==> src/hdl/stb_pkg.sv <==
// Shared types and constants of the software timer bank.
package stb_pkg;

    localparam int MAX_RESULTS = 8;
    localparam int CNT_W       = 3;

    typedef enum logic [1:0] {
        CMD_CREATE  = 2'd0,
        CMD_START   = 2'd1,
        CMD_DESTROY = 2'd2,
        CMD_TICK    = 2'd3
    } t_cmd;

    typedef enum logic [1:0] {
        ST_OK          = 2'd0,
        ST_NO_FREE     = 2'd1,
        ST_NOT_CREATED = 2'd2
    } t_status;

    typedef struct packed {
        t_cmd        cmd;
        logic [2:0]  timer_id;
        logic [31:0] interval_ms;
        logic [31:0] start_delay_ms;
        logic        delay_enable;
        logic        repeat_enable;
        logic [31:0] now_ms;
    } t_in_item;

    typedef struct packed {
        t_status    status;
        logic [2:0] slot_id;
        logic       fired;
        logic       last;
    } t_out_item;

    typedef enum logic [2:0] {
        S_IDLE,
        S_EXEC,
        S_PRIME,
        S_SCAN,
        S_FLUSH
    } t_state;

    typedef struct packed {
        logic capture;
        logic exec;
        logic scan;
        logic flush;
    } t_dp_ctl;

    typedef struct packed {
        logic in_is_tick;
        logic out_free;
        logic fire;
        logic pend_valid;
        logic scan_done;
    } t_dp_sts;

endpackage

==> src/hdl/software_timer_bank_core.sv <==
// Top level of the software timer bank: controller and datapath.
//
// A bank of TIMERS timer slots. Create, start and destroy items each give one
// result. In a tick item, while the output side keeps up, slots are evaluated
// one per cycle, in ascending order, through the single read port of the stamp
// and interval memories, after the S_PRIME state
// primes that read. Each firing gives one result; the most recent firing is held
// back one step so the final result of a tick carries last, and a tick stops
// after its eighth firing. A tick in which nothing fires gives no result.
// Results leave through one output register; the next item is accepted once the
// previous one has been worked off, even while its last result still waits.
module software_timer_bank_core import stb_pkg::*; #(
    parameter int TIMERS = 8
) (
    input  logic      i_clk,
    input  logic      i_rst_n,
    input  logic      i_in_valid,
    output logic      o_in_ready,
    input  t_in_item  i_in_item,
    output logic      o_out_valid,
    input  logic      i_out_ready,
    output t_out_item o_out_item
);

    t_dp_ctl ctl;
    t_dp_sts sts;

    stb_ctrl u_ctrl (
        .i_clk      (i_clk),
        .i_rst_n    (i_rst_n),
        .i_in_valid (i_in_valid),
        .o_in_ready (o_in_ready),
        .i_sts      (sts),
        .o_ctl      (ctl)
    );

    stb_dp #(.TIMERS(TIMERS)) u_dp (
        .i_clk       (i_clk),
        .i_rst_n     (i_rst_n),
        .i_in_item   (i_in_item),
        .i_ctl       (ctl),
        .o_sts       (sts),
        .o_out_valid (o_out_valid),
        .i_out_ready (i_out_ready),
        .o_out_item  (o_out_item)
    );

endmodule

==> src/hdl/stb_ram.sv <==
// Generic single-write, single-read memory with registered read data.
module stb_ram #(
    parameter int WIDTH = 32,
    parameter int DEPTH = 8,
    localparam int AW = (DEPTH > 1) ? $clog2(DEPTH) : 1
) (
    input  logic             i_clk,
    input  logic             i_we,
    input  logic [AW-1:0]    i_waddr,
    input  logic [WIDTH-1:0] i_wdata,
    input  logic [AW-1:0]    i_raddr,
    output logic [WIDTH-1:0] o_rdata
);

    logic [WIDTH-1:0] r_mem [DEPTH];
    logic [WIDTH-1:0] r_rdata;

    always_ff @(posedge i_clk) begin
        if (i_we) begin
            r_mem[i_waddr] <= i_wdata;
        end
        r_rdata <= r_mem[i_raddr];
    end

    assign o_rdata = r_rdata;

endmodule

==> src/hdl/stb_dp.sv <==
// Datapath of the timer bank: slot flags, stamp and interval memories, result register.
module stb_dp import stb_pkg::*; #(
    parameter int TIMERS = 8
) (
    input  logic      i_clk,
    input  logic      i_rst_n,
    input  t_in_item  i_in_item,
    input  t_dp_ctl   i_ctl,
    output t_dp_sts   o_sts,
    output logic      o_out_valid,
    input  logic      i_out_ready,
    output t_out_item o_out_item
);

    localparam int W  = (TIMERS > 1) ? $clog2(TIMERS) : 1;
    localparam int IW = (W > 3) ? W : 3;
    localparam logic [W-1:0] LAST_IDX = W'(TIMERS - 1);
    localparam logic [IW:0]  NSLOT    = (IW + 1)'(TIMERS);

    t_in_item r_item;

    logic [TIMERS-1:0] r_used;
    logic [TIMERS-1:0] r_armed;
    logic [TIMERS-1:0] r_done;
    logic [TIMERS-1:0] r_svalid;
    logic [TIMERS-1:0] r_don;
    logic [TIMERS-1:0] r_rep;

    logic [W-1:0]     r_idx;
    logic [W-1:0]     nxt_idx;
    logic [W-1:0]     raddr;
    logic [CNT_W-1:0] r_cnt;

    logic         r_pend_valid;
    logic [2:0]   r_pend_id;
    logic         r_out_valid;
    t_out_item    r_out;
    t_out_item    n_out;
    t_out_item    cmd_out;
    logic         out_load;
    logic         out_free;

    logic [31:0] stamp_rd;
    logic [63:0] cfg_rd;
    logic        stamp_we;
    logic        cfg_we;

    logic [W-1:0]  free_idx;
    logic          full;
    logic [IW-1:0] free_ext;
    logic [IW-1:0] id_ext;
    logic [W-1:0]  id_idx;
    logic          id_ok;
    logic [IW-1:0] idx_ext;

    logic        act;
    logic        dph;
    logic        sv;
    logic [31:0] base;
    logic [31:0] diff;
    logic [31:0] lim;
    logic        fire;

    always_comb begin
        free_idx = '0;
        for (int i = TIMERS - 1; i >= 0; i--) begin
            if (!r_used[i]) begin
                free_idx = W'(i);
            end
        end
    end

    assign full     = &r_used;
    assign free_ext = IW'(free_idx);
    assign id_ext   = IW'(r_item.timer_id);
    assign id_idx   = id_ext[W-1:0];
    assign id_ok    = {1'b0, id_ext} < NSLOT;
    assign idx_ext  = IW'(r_idx);

    assign act  = r_used[r_idx] & r_armed[r_idx];
    assign dph  = r_don[r_idx] & ~r_done[r_idx];
    assign sv   = r_svalid[r_idx];
    assign base = sv ? stamp_rd : r_item.now_ms;
    assign diff = r_item.now_ms - base;
    assign lim  = dph ? cfg_rd[63:32] : cfg_rd[31:0];
    assign fire = act & (diff >= lim);

    assign nxt_idx = (r_idx == LAST_IDX) ? '0 : r_idx + W'(1);
    assign raddr   = i_ctl.scan ? nxt_idx : r_idx;

    assign stamp_we = i_ctl.scan & act & (dph ? (fire | ~sv) : (~fire & ~sv));
    assign cfg_we   = i_ctl.exec & (r_item.cmd == CMD_CREATE) & ~full;

    stb_ram #(.WIDTH(32), .DEPTH(TIMERS)) u_stamp_ram (
        .i_clk   (i_clk),
        .i_we    (stamp_we),
        .i_waddr (r_idx),
        .i_wdata (r_item.now_ms),
        .i_raddr (raddr),
        .o_rdata (stamp_rd)
    );

    stb_ram #(.WIDTH(64), .DEPTH(TIMERS)) u_cfg_ram (
        .i_clk   (i_clk),
        .i_we    (cfg_we),
        .i_waddr (free_idx),
        .i_wdata ({r_item.start_delay_ms, r_item.interval_ms}),
        .i_raddr (raddr),
        .o_rdata (cfg_rd)
    );

    always_ff @(posedge i_clk) begin
        if (i_ctl.capture) begin
            r_item <= i_in_item;
        end
    end

    always_ff @(posedge i_clk) begin
        if (!i_rst_n) begin
            r_used   <= '0;
            r_armed  <= '0;
            r_done   <= '0;
            r_svalid <= '0;
            r_don    <= '0;
            r_rep    <= '0;
        end else begin
            if (i_ctl.exec) begin
                unique case (r_item.cmd)
                    CMD_CREATE: begin
                        if (!full) begin
                            r_used[free_idx]   <= 1'b1;
                            r_armed[free_idx]  <= 1'b0;
                            r_done[free_idx]   <= 1'b0;
                            r_svalid[free_idx] <= 1'b0;
                            r_don[free_idx]    <= r_item.delay_enable;
                            r_rep[free_idx]    <= r_item.repeat_enable;
                        end
                    end
                    CMD_START: begin
                        if (id_ok && r_used[id_idx]) begin
                            r_armed[id_idx] <= 1'b1;
                        end
                    end
                    CMD_DESTROY: begin
                        if (id_ok) begin
                            r_used[id_idx]   <= 1'b0;
                            r_armed[id_idx]  <= 1'b0;
                            r_done[id_idx]   <= 1'b0;
                            r_svalid[id_idx] <= 1'b0;
                            r_don[id_idx]    <= 1'b0;
                            r_rep[id_idx]    <= 1'b0;
                        end
                    end
                    default: begin
                    end
                endcase
            end
            if (i_ctl.scan && act) begin
                if (dph) begin
                    r_svalid[r_idx] <= 1'b1;
                    if (fire) begin
                        r_done[r_idx] <= 1'b1;
                    end
                end else if (fire) begin
                    r_svalid[r_idx] <= 1'b0;
                    if (!r_rep[r_idx]) begin
                        r_used[r_idx]  <= 1'b0;
                        r_armed[r_idx] <= 1'b0;
                        r_done[r_idx]  <= 1'b0;
                        r_don[r_idx]   <= 1'b0;
                    end
                end else begin
                    r_svalid[r_idx] <= 1'b1;
                end
            end
        end
    end

    always_ff @(posedge i_clk) begin
        if (!i_rst_n) begin
            r_idx        <= '0;
            r_cnt        <= '0;
            r_pend_valid <= 1'b0;
        end else if (i_ctl.capture) begin
            r_idx        <= '0;
            r_cnt        <= '0;
            r_pend_valid <= 1'b0;
        end else if (i_ctl.scan) begin
            r_idx <= nxt_idx;
            if (fire) begin
                r_cnt        <= r_cnt + CNT_W'(1);
                r_pend_valid <= 1'b1;
            end
        end else if (i_ctl.flush) begin
            r_pend_valid <= 1'b0;
        end
    end

    always_ff @(posedge i_clk) begin
        if (i_ctl.scan && fire) begin
            r_pend_id <= idx_ext[2:0];
        end
    end

    always_comb begin
        cmd_out.fired = 1'b0;
        cmd_out.last  = 1'b1;
        unique case (r_item.cmd)
            CMD_CREATE: begin
                cmd_out.status  = full ? ST_NO_FREE : ST_OK;
                cmd_out.slot_id = full ? 3'd0 : free_ext[2:0];
            end
            CMD_START: begin
                cmd_out.status  = (id_ok && r_used[id_idx]) ? ST_OK : ST_NOT_CREATED;
                cmd_out.slot_id = r_item.timer_id;
            end
            default: begin
                cmd_out.status  = ST_OK;
                cmd_out.slot_id = r_item.timer_id;
            end
        endcase
    end

    always_comb begin
        if (i_ctl.exec) begin
            n_out = cmd_out;
        end else begin
            n_out.status  = ST_OK;
            n_out.slot_id = r_pend_id;
            n_out.fired   = 1'b1;
            n_out.last    = i_ctl.flush;
        end
    end

    assign out_load = i_ctl.exec | i_ctl.flush | (i_ctl.scan & fire & r_pend_valid);
    assign out_free = ~r_out_valid | i_out_ready;

    always_ff @(posedge i_clk) begin
        if (!i_rst_n) begin
            r_out_valid <= 1'b0;
        end else if (out_load) begin
            r_out_valid <= 1'b1;
        end else if (i_out_ready) begin
            r_out_valid <= 1'b0;
        end
    end

    always_ff @(posedge i_clk) begin
        if (out_load) begin
            r_out <= n_out;
        end
    end

    assign o_out_valid = r_out_valid;
    assign o_out_item  = r_out;

    assign o_sts.in_is_tick = (i_in_item.cmd == CMD_TICK);
    assign o_sts.out_free   = out_free;
    assign o_sts.fire       = fire;
    assign o_sts.pend_valid = r_pend_valid;
    assign o_sts.scan_done  = (r_idx == LAST_IDX) |
                              (fire & (r_cnt == CNT_W'(MAX_RESULTS - 1)));

endmodule

==> src/hdl/stb_ctrl.sv <==
// Controller of the timer bank: sequences commands and the tick scan.
module stb_ctrl import stb_pkg::*; (
    input  logic    i_clk,
    input  logic    i_rst_n,
    input  logic    i_in_valid,
    output logic    o_in_ready,
    input  t_dp_sts i_sts,
    output t_dp_ctl o_ctl
);

    t_state r_state;
    t_state n_state;
    logic   stall;

    always_ff @(posedge i_clk) begin
        if (!i_rst_n) begin
            r_state <= S_IDLE;
        end else begin
            r_state <= n_state;
        end
    end

    assign stall = i_sts.fire & i_sts.pend_valid & ~i_sts.out_free;

    always_comb begin
        n_state    = r_state;
        o_ctl      = '0;
        o_in_ready = 1'b0;
        unique case (r_state)
            S_IDLE: begin
                o_in_ready = 1'b1;
                if (i_in_valid) begin
                    o_ctl.capture = 1'b1;
                    n_state       = i_sts.in_is_tick ? S_PRIME : S_EXEC;
                end
            end
            S_EXEC: begin
                if (i_sts.out_free) begin
                    o_ctl.exec = 1'b1;
                    n_state    = S_IDLE;
                end
            end
            S_PRIME: begin
                n_state = S_SCAN;
            end
            S_SCAN: begin
                if (!stall) begin
                    o_ctl.scan = 1'b1;
                    if (i_sts.scan_done) begin
                        n_state = S_FLUSH;
                    end
                end
            end
            S_FLUSH: begin
                if (!i_sts.pend_valid) begin
                    n_state = S_IDLE;
                end else if (i_sts.out_free) begin
                    o_ctl.flush = 1'b1;
                    n_state     = S_IDLE;
                end
            end
            default: begin
                n_state = S_IDLE;
            end
        endcase
    end

endmodule

==> config.mk <==
export PLATFORM = sky130hd
export DESIGN_NAME = software_timer_bank_core
export DESIGN_NICKNAME = d
export VERILOG_FILES = /design/src/hdl/stb_pkg.sv /design/src/hdl/software_timer_bank_core.sv /design/src/hdl/stb_ram.sv /design/src/hdl/stb_dp.sv /design/src/hdl/stb_ctrl.sv
export SDC_FILE = /design/constraint.sdc
export NUM_CORES = 1
export LEC_CHECK = 0
export ABC_AREA = 1
export BUFFER_PORTS_ARGS = -buffer_cell sky130_fd_sc_hd__buf_2
export CORE_MARGIN = 4
export CORE_UTILIZATION = 25
export CTS_BUF_LIST = sky130_fd_sc_hd__clkbuf_16
export DETAILED_ROUTE_END_ITERATION = 6
export GPL_TIMING_DRIVEN = 0
export PLACE_DENSITY = 0.46
export SLEW_MARGIN = 10
export SYNTH_ARGS = -nofsm -noshare
export SYNTH_HDL_FRONTEND = slang
export SYNTH_SLANG_ARGS = --single-unit
==> constraint.sdc <==
create_clock -name i_clk -period 14.6 [get_ports i_clk]
set_input_delay 1.46 -clock i_clk [delete_from_list [all_inputs] [get_ports i_clk]]
set_output_delay 1.46 -clock i_clk [all_outputs]
set_load 0.02 [all_outputs]
==> impl_metrics.yaml <==
grt:
  antenna_violations_before_repair: 9
  grt_usage: 0.142
  number_of_global_route_vias_before_repair: 31218
  grt_overflow: 0
  grt_first_pass_wirelength_microns: 205000
  maximum_number_of_pins_on_one_net_before_global_route_repair: 29
route:
  routed_wirelength_microns: 139000
  detail_route.first_pass.iterations: 5
  first_iter_violations: 2306
  ant_nets: 0
  routedWlPerCell_microns: 18.7
  drc_errors: 0
  routed_via_count: 32065
  drt-vias-per-instance: 4.31
run_status:
  status: "finished clean"
critical_path:
  slowest_stage: "sky130_fd_sc_hd__o21ai_2"
  timing.critical_path.mode_cell: "sky130_fd_sc_hd__nand2_1"
  setup.worst_path.class: "reg -> reg"
  crit_path_max_fanout: 10
  path_delay_family: "compound AO/OA/AOI/OAI gates"
  timing.critical_path.arrival_ns: 9.06
  endpoint_kind: "flop"
  cp-start-kind: "flop"
  data_required_time_of_the_worst_path_ns: 15.20
  critical-path-max-stage-delay_ns: 0.80
  crit_buf_inv: 7
layout:
  layout.nets: 5038
  layout.core_utilization: 0.298
  drive_above_1_share: 0.110
  layout-area-overhead-vs-synth_pct: 18.3
cts:
  clkLatencyLatePin_ns: 0.78
  clk_root_buffer_cell: "sky130_fd_sc_hd__clkbuf_16"
  tritoncts.num_buffers: 114
  clock_path_buffers: 3
  postCtsHoldBufs: 0
  clk_pin_slew_ns: 0.06
  post_cts_resize_count: 0
  count_of_clock_tree_sinks: 1036
  number_of_h_tree_levels: 3
  clock_tree_from_tritoncts: "built"
  cts_setup_buffers: 0
timing:
  fin_worst_skew_ns: 0.0820
  rsz0062_at_grt: "no"
  setup_total_negative_slack_ns: 0
  timing_worst_slew_pin_value_ns: 1.07
  finalCriticalPeriod_ns: 8.46
  hold_fails_final_rpt: 0
  slew_headroom: 0.283
  min_period_over_period: 0.580
  setup_viol: 0
  fmaxAchievable_ghz: 0.118
  report.final.slew_viol_count: 0
yosys:
  synth.largest_area_cell: "sky130_fd_sc_hd__edfxtp_1"
  synth_nets: 4771
  yosysWarningCount: 0
  most_used_dff_post_synth: "sky130_fd_sc_hd__edfxtp_1"
  postSynth.asyncResetShare: 0
  synth.yosys.seq_area_share: 0.641
  yosys.area.top_type_share: 0.573
  synth.most_common_cell: "sky130_fd_sc_hd__nand2_1"
  yosys-top-cells-area: "sky130_fd_sc_hd__edfxtp_1 (57%), sky130_fd_sc_hd__nand3_1 (9.8%), sky130_fd_sc_hd__nand2_1 (8.2%), sky130_fd_sc_hd__inv_1 (7.2%), sky130_fd_sc_hd__dfxtp_1 (6.7%)"
  synth_edf_count: 881
  leading_cell_types_by_count_after_synthesis: "sky130_fd_sc_hd__nand2_1 (1006), sky130_fd_sc_hd__nand3_1 (908), sky130_fd_sc_hd__inv_1 (886)"
  syn_area_sq_um: 46100
  synth_cell_type_count: 52
  yosys_register_bits: 1036
  synthesis.area_per_instance_sq_um: 10.0
  synthCells: 4596
power_and_ir_drop:
  power_uw: 6770
  power.density_cell_area_nw_per_um2: 124
  power.leakage_uw: 0.0234
  worst_ir_drop_vdd_mv: 0.0851
floorplanning:
  die_area_sq_um: 192000
  effective_utilization_at_floorplan: 0.252
  floorplan.die.height_microns: 438
  placementRows: 157
  fp.dieW_microns: 438
  placeableCoreArea_sq_um: 183000
  top_level_ports: 116
flow_run:
  maxCapViolCount: 0
placement:
  dp_hpwl_microns: 98000
  gp_routability_congestion: 0.846
  io_buffers: 114
min_path:
  hold_class: "reg -> reg"
[kinds of logic after synthesis]
logic type | share of synthesized area
DFF | 0.641
muxes | 0.0130
xor gates and xnor gates | 0.00569
adders and majority gates | 0.0186
buffers and inverters | 0.0982
AOI/OAI and AO/OA | 0.0278
and+or+nand+nor | 0.196
[area by class of cell]
class / count / area [sq um]
Clock inverter: 101 / 935
Inverter: 897 / 3370
Multi-Input combinational cell: 2448 / 12200
Timing Repair Buffer: 151 / 1390
Fill cell: 19009 / 129000
Tap cell: 2464 / 3080
Buffer: 215 / 1160
Clock buffer: 116 / 2900
Sequential cell: 1036 / 29600
Antenna cell: 7 / 17.5
[worst min-delay path, cell delays in order (launching register included)]
cell and delay, ns:
sky130_fd_sc_hd__dfxtp_1 0.31, sky130_fd_sc_hd__nand2_1 0.06, sky130_fd_sc_hd__a21oi_1 0.05
[path summary, 6_finish.rpt]
check                  start                    endpoint  slack, ns  depth (start not counted)
max          u_dp.idx_ext[0]  u_dp.u_cfg_ram.o_rdata[58]       6.14                         33
min reg2reg   u_dp.r_done[0]              u_dp.r_done[0]       0.47                          2
min           u_dp.r_done[0]              u_dp.r_done[0]       0.47                          2
max reg2reg  u_dp.idx_ext[0]  u_dp.u_cfg_ram.o_rdata[58]       6.14                         33
[state kept, by name, indices dropped and copies added (netlist names), 7 cells and up]
register                  count
u_dp.o_out_item               7
u_dp.r_armed                  8
u_dp.r_don                    8
u_dp.r_done                   8
u_dp.r_item                 100
u_dp.r_rep                    8
u_dp.r_svalid                 8
u_dp.r_used                   8
u_dp.u_cfg_ram.o_rdata       64
u_dp.u_cfg_ram.r_mem        512
u_dp.u_stamp_ram.o_rdata     32
u_dp.u_stamp_ram.r_mem      256
[routing by layer]
metal	share of wire	track usage
met5	0.000058	0
met4	0.031	0.0461
met3	0.050	0.0245
met2	0.47	0.237
met1	0.44	0.188
[metrics by stage]
stage / setup WS [ns] / std cells / area [sq um] / hold slack, ns
final: 6.14 / 7435 / 54600 / 0.468
after global routing: 5.50 / 7428 / 54600 / 0.485
after CTS: 6.03 / 7428 / 54600 / 0.467
after detailed placement: 6.10 / 7211 / 50700 / 0.459
after global placement: 4.03 / 7174 / 49800 / 0.451
after floorplan: 7.67 / 4596 / 46100 / 0.435
[cell usage in the layout, fill, tap and decap left out, types with 7 or more instances in the layout]
| master | count |
|---|---|
| sky130_fd_sc_hd__a211oi_1 | 7 |
| sky130_fd_sc_hd__a21oi_1 | 86 |
| sky130_fd_sc_hd__a22oi_1 | 9 |
| sky130_fd_sc_hd__buf_12 | 27 |
| sky130_fd_sc_hd__buf_16 | 10 |
| sky130_fd_sc_hd__buf_2 | 259 |
| sky130_fd_sc_hd__buf_4 | 25 |
| sky130_fd_sc_hd__buf_6 | 10 |
| sky130_fd_sc_hd__bufinv_16 | 13 |
| sky130_fd_sc_hd__clkbuf_1 | 31 |
| sky130_fd_sc_hd__clkbuf_16 | 116 |
| sky130_fd_sc_hd__clkinv_1 | 21 |
| sky130_fd_sc_hd__clkinv_2 | 23 |
| sky130_fd_sc_hd__dfxtp_1 | 155 |
| sky130_fd_sc_hd__diode_2 | 7 |
| sky130_fd_sc_hd__edfxtp_1 | 881 |
| sky130_fd_sc_hd__ha_1 | 67 |
| sky130_fd_sc_hd__inv_1 | 913 |
| sky130_fd_sc_hd__inv_2 | 12 |
| sky130_fd_sc_hd__mux2i_1 | 60 |
| sky130_fd_sc_hd__nand2_1 | 1006 |
| sky130_fd_sc_hd__nand3_1 | 908 |
| sky130_fd_sc_hd__nand4_1 | 9 |
| sky130_fd_sc_hd__nor2_1 | 97 |
| sky130_fd_sc_hd__nor2_4 | 17 |
| sky130_fd_sc_hd__nor3_1 | 15 |
| sky130_fd_sc_hd__o21ai_0 | 53 |
| sky130_fd_sc_hd__o22ai_1 | 11 |
| sky130_fd_sc_hd__xnor2_1 | 9 |
| sky130_fd_sc_hd__xor2_1 | 21 |
[where the power goes]
part           total, uW  internal, uW  switching, uW  leakage, uW
combinational        475           152            323       0.0122
clock               2940          1680           1260      0.00198
sequential          3360          3290           74.1      0.00927
(Power assumes the default switching activity.)
